==> src/rtl/fsb_pkg.sv <==
`default_nettype none
// ----------------------------------------------------------------------------
// fsb_pkg: shared types and constants for the FAT short-name builder
// Character and name layouts, parse phases and the upcase helper.
// ----------------------------------------------------------------------------
package fsb_pkg;

    localparam int TAIL_COUNTER_BITS = 16;
    // decimal digits needed for the largest counter value
    localparam int TAIL_DIGITS = 5;
    localparam int NAME_BYTES = 11;
    localparam int BASE_BYTES = 8;
    localparam int EXT_BYTES = 3;

    localparam logic [7:0] CHAR_NUL   = 8'h00;
    localparam logic [7:0] CHAR_SPACE = 8'h20;
    localparam logic [7:0] CHAR_DOT   = 8'h2E;
    localparam logic [7:0] CHAR_TILDE = 8'h7E;
    localparam logic [3:0] DIGIT_HIGH = 4'h3;
    localparam logic [3:0] LAST_INDEX = 4'(NAME_BYTES - 1);

    typedef enum logic [1:0] {
        PH_BASE  = 2'd0,
        PH_SKIP  = 2'd1,
        PH_EXT   = 2'd2,
        PH_ENDED = 2'd3
    } t_phase;

    typedef struct packed {
        logic [7:0] char_in;
        logic       last_char;
    } t_in;

    typedef struct packed {
        logic [7:0] name_byte;
        logic [3:0] byte_index;
        logic [7:0] name_checksum;
        logic       last_byte;
    } t_out;

    typedef logic [NAME_BYTES-1:0][7:0] t_name;
    typedef logic [TAIL_DIGITS-1:0][3:0] t_bcd;

    function automatic logic [7:0] upcase(input logic [7:0] c);
        logic [7:0] r;
        r = c;
        if (c >= 8'h61 && c <= 8'h7A) begin
            r = c - 8'h20;
        end
        return r;
    endfunction

endpackage
`default_nettype wire

==> src/rtl/fsb_front.sv <==
`default_nettype none
// ----------------------------------------------------------------------------
// fsb_front: character parser
// Takes one name character per transfer, fills the short-name buffer and, on
// the final character, hands the finished 11-byte name to the queue.
// ----------------------------------------------------------------------------
module fsb_front (
    input  wire logic          i_clk,
    input  wire logic          i_rst_n,
    input  wire logic          i_in_valid,
    output logic               o_in_stall,
    input  wire fsb_pkg::t_in  i_in,
    input  wire logic          i_q_full,
    output logic               o_q_push,
    output fsb_pkg::t_name     o_q_name
);

    fsb_pkg::t_name  r_buf, n_buf;
    fsb_pkg::t_phase r_phase, n_phase;
    logic [3:0]      r_base_cnt, n_base_cnt;
    logic [1:0]      r_ext_cnt, n_ext_cnt;
    logic            r_tail_needed, n_tail_needed;
    logic [1:0]      r_raw_len, n_raw_len;
    logic            r_all_dots, n_all_dots;
    logic [fsb_pkg::TAIL_COUNTER_BITS-1:0] r_tail_bin, n_tail_bin;
    fsb_pkg::t_bcd   r_tail_bcd, n_tail_bcd;

    logic            accept;
    logic            live;
    logic [7:0]      c;
    logic            dot_name;
    logic            use_tail;
    logic [2:0]      tail_len;
    fsb_pkg::t_name  fin_name;

    assign o_in_stall = i_q_full;
    assign accept     = i_in_valid && !i_q_full;
    assign c          = i_in.char_in;
    assign live       = accept && (r_phase != fsb_pkg::PH_ENDED) && (c != fsb_pkg::CHAR_NUL);

    // phase transitions
    always_comb begin
        n_phase = r_phase;
        if (accept && r_phase != fsb_pkg::PH_ENDED) begin
            if (c == fsb_pkg::CHAR_NUL) begin
                n_phase = fsb_pkg::PH_ENDED;
            end else if (c != fsb_pkg::CHAR_SPACE) begin
                unique case (r_phase)
                    fsb_pkg::PH_BASE: begin
                        if (c == fsb_pkg::CHAR_DOT) begin
                            n_phase = fsb_pkg::PH_EXT;
                        end else if (r_base_cnt == 4'(fsb_pkg::BASE_BYTES)) begin
                            n_phase = fsb_pkg::PH_SKIP;
                        end
                    end
                    fsb_pkg::PH_SKIP: begin
                        if (c == fsb_pkg::CHAR_DOT) begin
                            n_phase = fsb_pkg::PH_EXT;
                        end
                    end
                    default: begin
                        n_phase = r_phase;
                    end
                endcase
            end
        end
    end

    // buffer and counters
    always_comb begin
        n_buf         = r_buf;
        n_base_cnt    = r_base_cnt;
        n_ext_cnt     = r_ext_cnt;
        n_tail_needed = r_tail_needed;
        n_raw_len     = r_raw_len;
        n_all_dots    = r_all_dots;
        if (live) begin
            if (r_raw_len != 2'd3) begin
                n_raw_len = r_raw_len + 2'd1;
            end
            if (c != fsb_pkg::CHAR_DOT) begin
                n_all_dots = 1'b0;
            end
            if (c != fsb_pkg::CHAR_SPACE) begin
                if (r_phase == fsb_pkg::PH_BASE && c != fsb_pkg::CHAR_DOT) begin
                    if (r_base_cnt < 4'(fsb_pkg::BASE_BYTES)) begin
                        n_buf[r_base_cnt[2:0]] = fsb_pkg::upcase(c);
                        n_base_cnt = r_base_cnt + 4'd1;
                    end else begin
                        n_tail_needed = 1'b1;
                    end
                end else if (r_phase == fsb_pkg::PH_EXT) begin
                    if (r_ext_cnt != 2'(fsb_pkg::EXT_BYTES)) begin
                        n_buf[{2'b10, r_ext_cnt}] = fsb_pkg::upcase(c);
                        n_ext_cnt = r_ext_cnt + 2'd1;
                    end
                end
            end
        end
    end

    // significant decimal digits of the tail counter
    always_comb begin
        tail_len = 3'd1;
        for (int k = 1; k < fsb_pkg::TAIL_DIGITS; k++) begin
            if (r_tail_bcd[k] != 4'd0) begin
                tail_len = 3'(k + 1);
            end
        end
    end

    assign dot_name = n_all_dots && (n_raw_len == 2'd1 || n_raw_len == 2'd2);
    assign use_tail = n_tail_needed && !dot_name;

    // finished name: dot names replace the buffer, long bases get the ~N tail
    always_comb begin
        fin_name = n_buf;
        if (dot_name) begin
            fin_name    = {fsb_pkg::NAME_BYTES{fsb_pkg::CHAR_SPACE}};
            fin_name[0] = fsb_pkg::CHAR_DOT;
            if (n_raw_len == 2'd2) begin
                fin_name[1] = fsb_pkg::CHAR_DOT;
            end
        end else if (n_tail_needed) begin
            for (int k = 0; k < fsb_pkg::TAIL_DIGITS; k++) begin
                if (3'(k) < tail_len) begin
                    fin_name[fsb_pkg::BASE_BYTES-1-k] = {fsb_pkg::DIGIT_HIGH, r_tail_bcd[k]};
                end
            end
            fin_name[{1'b0, 3'(fsb_pkg::BASE_BYTES - 1) - tail_len}] = fsb_pkg::CHAR_TILDE;
        end
    end

    // decimal shadow of the tail counter, cleared when the binary count wraps
    always_comb begin
        logic carry;
        n_tail_bin = r_tail_bin;
        n_tail_bcd = r_tail_bcd;
        carry      = 1'b1;
        if (o_q_push && use_tail) begin
            n_tail_bin = r_tail_bin + {{(fsb_pkg::TAIL_COUNTER_BITS-1){1'b0}}, 1'b1};
            if (&r_tail_bin) begin
                n_tail_bcd = '0;
            end else begin
                for (int k = 0; k < fsb_pkg::TAIL_DIGITS; k++) begin
                    if (carry) begin
                        if (r_tail_bcd[k] == 4'd9) begin
                            n_tail_bcd[k] = 4'd0;
                        end else begin
                            n_tail_bcd[k] = r_tail_bcd[k] + 4'd1;
                            carry = 1'b0;
                        end
                    end
                end
            end
        end
    end

    assign o_q_push = accept && i_in.last_char;
    assign o_q_name = fin_name;

    always_ff @(posedge i_clk) begin
        if (!i_rst_n) begin
            r_buf         <= {fsb_pkg::NAME_BYTES{fsb_pkg::CHAR_SPACE}};
            r_phase       <= fsb_pkg::PH_BASE;
            r_base_cnt    <= '0;
            r_ext_cnt     <= '0;
            r_tail_needed <= 1'b0;
            r_raw_len     <= '0;
            r_all_dots    <= 1'b1;
            r_tail_bin    <= '0;
            r_tail_bcd    <= '0;
        end else begin
            r_tail_bin <= n_tail_bin;
            r_tail_bcd <= n_tail_bcd;
            if (o_q_push) begin
                // refill for the next name
                r_buf         <= {fsb_pkg::NAME_BYTES{fsb_pkg::CHAR_SPACE}};
                r_phase       <= fsb_pkg::PH_BASE;
                r_base_cnt    <= '0;
                r_ext_cnt     <= '0;
                r_tail_needed <= 1'b0;
                r_raw_len     <= '0;
                r_all_dots    <= 1'b1;
            end else begin
                r_buf         <= n_buf;
                r_phase       <= n_phase;
                r_base_cnt    <= n_base_cnt;
                r_ext_cnt     <= n_ext_cnt;
                r_tail_needed <= n_tail_needed;
                r_raw_len     <= n_raw_len;
                r_all_dots    <= n_all_dots;
            end
        end
    end

endmodule
`default_nettype wire

==> src/rtl/fsb_queue.sv <==
`default_nettype none
// ----------------------------------------------------------------------------
// fsb_queue: two-entry name queue
// Holds finished names between the parser and the byte emitter.
// ----------------------------------------------------------------------------
module fsb_queue (
    input  wire logic            i_clk,
    input  wire logic            i_rst_n,
    input  wire logic            i_push,
    input  wire fsb_pkg::t_name  i_name,
    output logic                 o_full,
    input  wire logic            i_pop,
    output logic                 o_valid,
    output fsb_pkg::t_name       o_name
);

    fsb_pkg::t_name r_mem [2];
    logic           r_wr_ptr;
    logic           r_rd_ptr;
    logic [1:0]     r_count, n_count;
    logic           do_push;
    logic           do_pop;

    assign o_full  = (r_count == 2'd2);
    assign o_valid = (r_count != 2'd0);
    assign o_name  = r_mem[r_rd_ptr];
    assign do_push = i_push && !o_full;
    assign do_pop  = i_pop && o_valid;

    always_comb begin
        n_count = r_count;
        if (do_push && !do_pop) begin
            n_count = r_count + 2'd1;
        end else if (do_pop && !do_push) begin
            n_count = r_count - 2'd1;
        end
    end

    always_ff @(posedge i_clk) begin
        if (do_push) begin
            r_mem[r_wr_ptr] <= i_name;
        end
    end

    always_ff @(posedge i_clk) begin
        if (!i_rst_n) begin
            r_wr_ptr <= 1'b0;
            r_rd_ptr <= 1'b0;
            r_count  <= '0;
        end else begin
            r_count <= n_count;
            if (do_push) begin
                r_wr_ptr <= !r_wr_ptr;
            end
            if (do_pop) begin
                r_rd_ptr <= !r_rd_ptr;
            end
        end
    end

endmodule
`default_nettype wire

==> src/rtl/fsb_back.sv <==
`default_nettype none
// ----------------------------------------------------------------------------
// fsb_back: byte emitter
// Takes a finished name from the queue and sends its 11 bytes out one per
// transfer, accumulating the long-name checksum on the way.
// ----------------------------------------------------------------------------
module fsb_back (
    input  wire logic            i_clk,
    input  wire logic            i_rst_n,
    input  wire logic            i_q_valid,
    input  wire fsb_pkg::t_name  i_q_name,
    output logic                 o_q_pop,
    output logic                 o_out_valid,
    input  wire logic            i_out_stall,
    output fsb_pkg::t_out        o_out
);

    logic           r_busy;
    fsb_pkg::t_name r_name;
    logic [3:0]     r_idx;
    logic [7:0]     r_sum;
    logic           r_out_valid;
    fsb_pkg::t_out  r_out;

    logic           step;
    logic           last;
    logic [7:0]     sum_next;

    assign o_q_pop  = !r_busy && i_q_valid;
    assign step     = r_busy && (!r_out_valid || !i_out_stall);
    assign last     = (r_idx == fsb_pkg::LAST_INDEX);
    assign sum_next = {r_sum[0], r_sum[7:1]} + r_name[0];

    assign o_out_valid = r_out_valid;
    assign o_out       = r_out;

    always_ff @(posedge i_clk) begin
        if (step) begin
            r_out.name_byte     <= r_name[0];
            r_out.byte_index    <= r_idx;
            r_out.name_checksum <= last ? sum_next : 8'h00;
            r_out.last_byte     <= last;
        end
        if (o_q_pop) begin
            r_name <= i_q_name;
            r_idx  <= '0;
            r_sum  <= '0;
        end else if (step) begin
            // advance to the next byte
            r_name <= {fsb_pkg::CHAR_SPACE, r_name[fsb_pkg::NAME_BYTES-1:1]};
            r_idx  <= r_idx + 4'd1;
            r_sum  <= sum_next;
        end
    end

    always_ff @(posedge i_clk) begin
        if (!i_rst_n) begin
            r_busy      <= 1'b0;
            r_out_valid <= 1'b0;
        end else begin
            if (o_q_pop) begin
                r_busy <= 1'b1;
            end else if (step && last) begin
                r_busy <= 1'b0;
            end
            if (step) begin
                r_out_valid <= 1'b1;
            end else if (!i_out_stall) begin
                r_out_valid <= 1'b0;
            end
        end
    end

endmodule
`default_nettype wire

==> src/rtl/fat_short_name_builder.sv <==
`default_nettype none
// Output: a name passes the name queue, the emitter's name register and its output
// register; the 11 bytes go out one per cycle while the output is not stalled.
// Throughput: one character per cycle in unless the queue is full; the emitter takes
// a name only once the last byte is out; two queue entries let parsing run ahead.
// Reset: synchronous, active low; clears the parse state, the buffer to spaces,
// the tail counter and the queue.
// ----------------------------------------------------------------------------
// fat_short_name_builder: FAT 8.3 short name with long-name checksum
// Parser front end, name queue and byte emitter.
// ----------------------------------------------------------------------------
module fat_short_name_builder (
    input  wire logic           i_clk,
    input  wire logic           i_rst_n,
    input  wire logic           i_in_valid,
    output logic                o_in_stall,
    input  wire fsb_pkg::t_in   i_in,
    output logic                o_out_valid,
    input  wire logic           i_out_stall,
    output fsb_pkg::t_out       o_out
);

    logic           q_full;
    logic           q_push;
    fsb_pkg::t_name q_wr_name;
    logic           q_pop;
    logic           q_valid;
    fsb_pkg::t_name q_rd_name;

    fsb_front u_front (
        .i_clk      (i_clk),
        .i_rst_n    (i_rst_n),
        .i_in_valid (i_in_valid),
        .o_in_stall (o_in_stall),
        .i_in       (i_in),
        .i_q_full   (q_full),
        .o_q_push   (q_push),
        .o_q_name   (q_wr_name)
    );

    fsb_queue u_queue (
        .i_clk   (i_clk),
        .i_rst_n (i_rst_n),
        .i_push  (q_push),
        .i_name  (q_wr_name),
        .o_full  (q_full),
        .i_pop   (q_pop),
        .o_valid (q_valid),
        .o_name  (q_rd_name)
    );

    fsb_back u_back (
        .i_clk       (i_clk),
        .i_rst_n     (i_rst_n),
        .i_q_valid   (q_valid),
        .i_q_name    (q_rd_name),
        .o_q_pop     (q_pop),
        .o_out_valid (o_out_valid),
        .i_out_stall (i_out_stall),
        .o_out       (o_out)
    );

    a_last_index: assert property (@(posedge i_clk) disable iff (!i_rst_n)
        o_out_valid && o_out.last_byte |-> o_out.byte_index == fsb_pkg::LAST_INDEX)
        else $error("last byte not at final index");

    a_sum_only_last: assert property (@(posedge i_clk) disable iff (!i_rst_n)
        o_out_valid && !o_out.last_byte |-> o_out.name_checksum == 8'h00)
        else $error("checksum on a non-final byte");

    a_index_step: assert property (@(posedge i_clk) disable iff (!i_rst_n)
        o_out_valid && !i_out_stall && !o_out.last_byte |=>
            o_out_valid && o_out.byte_index == 4'($past(o_out.byte_index) + 4'd1))
        else $error("byte index did not advance");

    a_no_push_full: assert property (@(posedge i_clk) disable iff (!i_rst_n)
        q_full |-> !q_push)
        else $error("name pushed into full queue");

endmodule
`default_nettype wire
==> config.mk <==
export PLATFORM = sky130hd
export DESIGN_NAME = fat_short_name_builder
export DESIGN_NICKNAME = d
export VERILOG_FILES = /design/src/rtl/fsb_pkg.sv /design/src/rtl/fsb_front.sv /design/src/rtl/fsb_queue.sv /design/src/rtl/fsb_back.sv /design/src/rtl/fat_short_name_builder.sv
export SDC_FILE = /design/constraint.sdc
export NUM_CORES = 1
export LEC_CHECK = 0
export ABC_AREA = 0
export BUFFER_PORTS_ARGS = -buffer_cell sky130_fd_sc_hd__buf_2
export CAP_MARGIN = 15
export CORE_MARGIN = 5
export CORE_UTILIZATION = 35
export DETAILED_ROUTE_END_ITERATION = 12
export SYNTH_ARGS = -nofsm -noshare
export SYNTH_HDL_FRONTEND = slang
export SYNTH_SLANG_ARGS = --single-unit
==> constraint.sdc <==
create_clock -name i_clk -period 5.3 [get_ports i_clk]
set_input_delay 0.53 -clock i_clk [delete_from_list [all_inputs] [get_ports i_clk]]
set_output_delay 0.53 -clock i_clk [all_outputs]
set_load 0.01 [all_outputs]
==> results.py <==
metrics = {
    "flow_run": {
        "drv_cap": 0,
    },
    "worst_setup_path": {
        "slowest_delay_ns": 0.69,
        "reg2reg_slack_ns": 1.95,
        "critPathKind": "input pin to flop",
        "crit_top_cell": "a21oi_1",
        "critPathMaxFanout": 20,
        "crit_path_end_kind": "flop",
        "worstPathArrival_ns": 3.85,
        "cp.required_ns": 5.78,
        "startpoint_type": "input pin",
        "worstPathCellList": "buf_2 -> nor3_1 -> and2_1 -> a21oi_1 -> nand3b_1 -> o21ai_0 -> ha_1 -> inv_1 -> o211ai_1 -> nand3_1 -> or4_1 -> a21oi_1",
        "slowest_stage": "or4_1",
    },
    "pwr": {
        "p_per_area_nw_per_um2": 503,
        "clockPowerShare_pct": 28.7,
        "seqPwrFrac_pct": 47.9,
        "p_sw_share_pct": 31.2,
        "intPower_mw": 7.01,
        "power_switching_mw": 3.18,
        "ir_drop_mv": 0.348,
        "leakagePower_nw": 7.29,
        "p_comb_share_pct": 23.3,
    },
    "cts": {
        "post_cts_buffers": 0,
        "clkSinkCount": 440,
        "cts-resized-gates": 0,
        "clk_path_buf_depth": 3,
        "root_buffer": "clkbuf_16",
        "htreeDepth": 2,
        "cts_hold_buf": 0,
        "tritoncts": "done",
        "cts_buffers": 44,
        "clock_latency_ns": 0.55,
        "clkTransAtPathRegs_ns": 0.06,
    },
    "yosys": {
        "yosysSeqAreaShare_pct": 64.6,
        "synth-warning-count": 0,
        "synth_top_area_share_pct": 47.4,
        "synth.area.top_cells": "edfxtp_1, dfxtp_1, mux2i_1, nor2_1, nand2_1",
        "ys_ff_latch": 440,
        "synth_edf_count": 285,
        "avgSynthCellArea_um2": 12.1,
        "synthFlopType": "edfxtp_1",
        "async_flop_share_pct": 0,
        "synth.distinct_cells": 66,
        "syn_area_um2": 18000,
        "yosysTopAreaCell": "edfxtp_1",
        "syn-num-nets": 1537,
        "synthCells": 1490,
    },
    "layout": {
        "nets": 1552,
        "drive_gt1_share_pct": 8.76,
        "synthToLayoutAreaGrowth_pct": 12.3,
        "antenna_cells": 0,
        "nFillCells": 4820,
    },
    "global_route": {
        "grt_max_degree": 81,
        "grt_use_met1_pct": 19.8,
        "use_met2_pct": 22.8,
        "grtUsageMet3_pct": 2.36,
        "grt_pass1_wl_mm": 63.7,
        "grtUsageTotal_pct": 14.2,
        "busiest_layer": "met2",
        "grt_antenna_before_repair": 2,
        "overflow": 0,
        "grt_pass1_vias": 11300,
    },
    "sta": {
        "whs_ns": 0.348,
        "setup_tns_ns": 0,
        "worst_pin_slew_ns": 1.21,
        "max_clock_freq_mhz": 296,
        "hold_violations": 0,
        "finalCritPeriodShare_pct": 63.7,
        "final.setup_skew_ns": 0.00895,
        "max_slew_margin_pct": 19.1,
        "finalSetupViolations": 0,
        "slew_viol_final": 0,
        "fin_crit_ns": 3.37,
        "rsz0062_at_grt": "no",
    },
    "drt": {
        "drtAntennaViolNets": 0,
        "drc": 0,
        "vias_per_cell": 5.12,
        "totalWireLength_mm": 40.8,
        "drt-initial-drc-count": 827,
        "vias": 11400,
        "drt_first_pass_iters": 5,
        "wl_per_cell_um": 18.4,
    },
    "floorplan": {
        "die_w_um": 237,
        "initial_core_util_pct": 35.2,
        "die-area_um2": 56200,
        "io_pins": 36,
        "std_cell_rows": 83,
        "coreArea_um2": 51200,
        "die_h_um": 237,
    },
    "place": {
        "place.port_buffers": 35,
        "globalplace.congestion": 0.833,
        "dp_hpwl_mm": 25.0,
    },
    "run_status": {
        "status": "finished, final reports clean",
    },
    "min_path": {
        "hp-class": "input pin to flop",
    },
}
-- cells in the final DEF, fill, tap and decap left out, types with 4 or more instances in the layout --
master and count:
nor3_1 6, nand4_1 15, a211oi_1 9, nand2_1 158
ha_1 33, buf_4 15, and3_1 6, nand3_1 21
o41ai_1 5, nand3b_1 7, and2_1 8, clkbuf_16 45
a21oi_1 49, o31ai_1 8, nand2b_1 10, buf_2 35
clkbuf_1 20, dfxtp_1 154, clkinv_1 7, o211ai_1 8
or4_1 11, nor2b_1 6, xnor2_1 11, o21ai_0 117
nor4_1 4, edfxtp_1 285, mux2i_1 179, nor2_1 186
or3_1 7, xor2_1 11, inv_1 27
-- worst max-delay path: cells and delay by family --
| family | cells | cell delay, ns |
|---|---|---|
| adders and majority gates | 1 | 0.31 |
| AOI/OAI and AO/OA | 4 | 0.63 |
| and+or+nand+nor | 5 | 2.09 |
| buffers and inverters | 2 | 0.27 |
-- power by group through the flow --
stage | Clock [mW] | Sequential (mW) | Combinational [mW]
finish | 2.93 | 4.89 | 2.38
global placement | 0 | 4.95 | 2.37
floorplan | 0 | 4.87 | 1.69
CTS | 3.00 | 4.90 | 2.43
detailed placement | 0 | 4.96 | 2.43
global route | 3.16 | 4.95 | 2.68
-- area by class of cell --
type	instances	area, um^2	share of cell area (%)
clock buffers	69	1240	6.14
clock inverters	13	88.8	0.438
inverters	32	125	0.617
multi-input cells	934	5950	29.3
flip-flops and latches	440	11700	57.6
well taps	680	851	4.20
repair buffers	53	348	1.72
-- final timing paths --
| kind | start | end | depth (start not counted) |
|---|---|---|---|
| hold / removal | i_out_stall | u_back.o_out_valid | 3 |
| setup / recovery | i_in[3] | u_front.r_tail_bcd[11] | 12 |
| hold reg to reg | u_back.r_name[0] | u_back.o_out[13] | 0 |
| setup reg to reg | u_queue.r_count[1] | u_front.r_tail_bcd[11] | 11 |
-- stage by stage --
stage / instance area [um^2] / power [mW] / cells / setup slack [ns] / utilization [%]
6_report: 20300 / 10.2 / 2221 / 1.93 / 39.6
3_5_place_dp: 18900 / 7.39 / 2139 / 1.38 / 37.0
4_1_cts: 20300 / 10.3 / 2221 / 1.91 / 39.6
3_3_place_gp: 18900 / 7.32 / 2139 / 1.46 / 37.0
5_1_grt: 20300 / 10.8 / 2221 / 1.55 / 39.6
2_1_floorplan: 18000 / 6.56 / 1490 / 0.334 / -
-- state kept, by name, summed over array words and instances, names as in the netlist, 2 cells and up, named ones only --
register / flops
u_back.o_out: 21
u_back.r_sum: 8
u_front.r_raw_len: 2
u_front.r_ext_cnt: 2
u_front.r_phase: 2
u_back.r_idx: 4
u_front.r_tail_bin: 16
u_front.r_tail_bcd: 20
u_front.r_base_cnt: 4
u_queue.r_count: 2
u_back.r_name: 88
u_front.r_buf: 88
u_queue.r_mem: 176
-- synthesized netlist by cell type (3+ instances only) --
cell type and instances:
clkbuf_1 65, o31ai_1 8, edfxtp_1 285, nor3b_1 3
o211ai_1 8, a41oi_1 4, inv_1 29, nand4_1 15
nor2b_1 6, a21oi_1 49, xor2_1 11, mux2i_1 179
buf_1 5, nor3_1 6, a31oi_1 3, o21ai_0 117
or4_1 11, a211oi_1 9, nand2_1 159, or3_1 7
nand3_1 21, and3_1 6, o21ai_1 3, o41ai_1 5
nand2b_1 10, ha_1 33, buf_2 10, a21o_1 3
nor2_1 187, o32ai_1 3, xnor2_1 11, and2_1 9
inv_2 3, nand3b_1 7, dfxtp_1 155, nor4_1 4
-- logic make-up (layout without fill, tap and decap cells) --
logic type | Yosys count | in the layout | synth area share [%]
and+or+nand+nor | 464 | 464 | 11.4
muxes | 179 | 179 | 9.93
AOI/OAI and AO/OA | 235 | 235 | 7.92
DFF | 440 | 440 | 64.6
buffers and inverters | 116 | 167 | 2.61
xor gates and xnor gates | 22 | 22 | 1.07
adders and majority gates | 34 | 34 | 2.40
-- routing by layer --
layer / up-vias / wire length (um)
met3: 77 / 2180
li1: 5407 / -
met1: 5590 / 18700
met5: - / 7
met2: 294 / 18800
met4: 2 / 1120
Note: power is estimated with default switching activity, not from simulation.
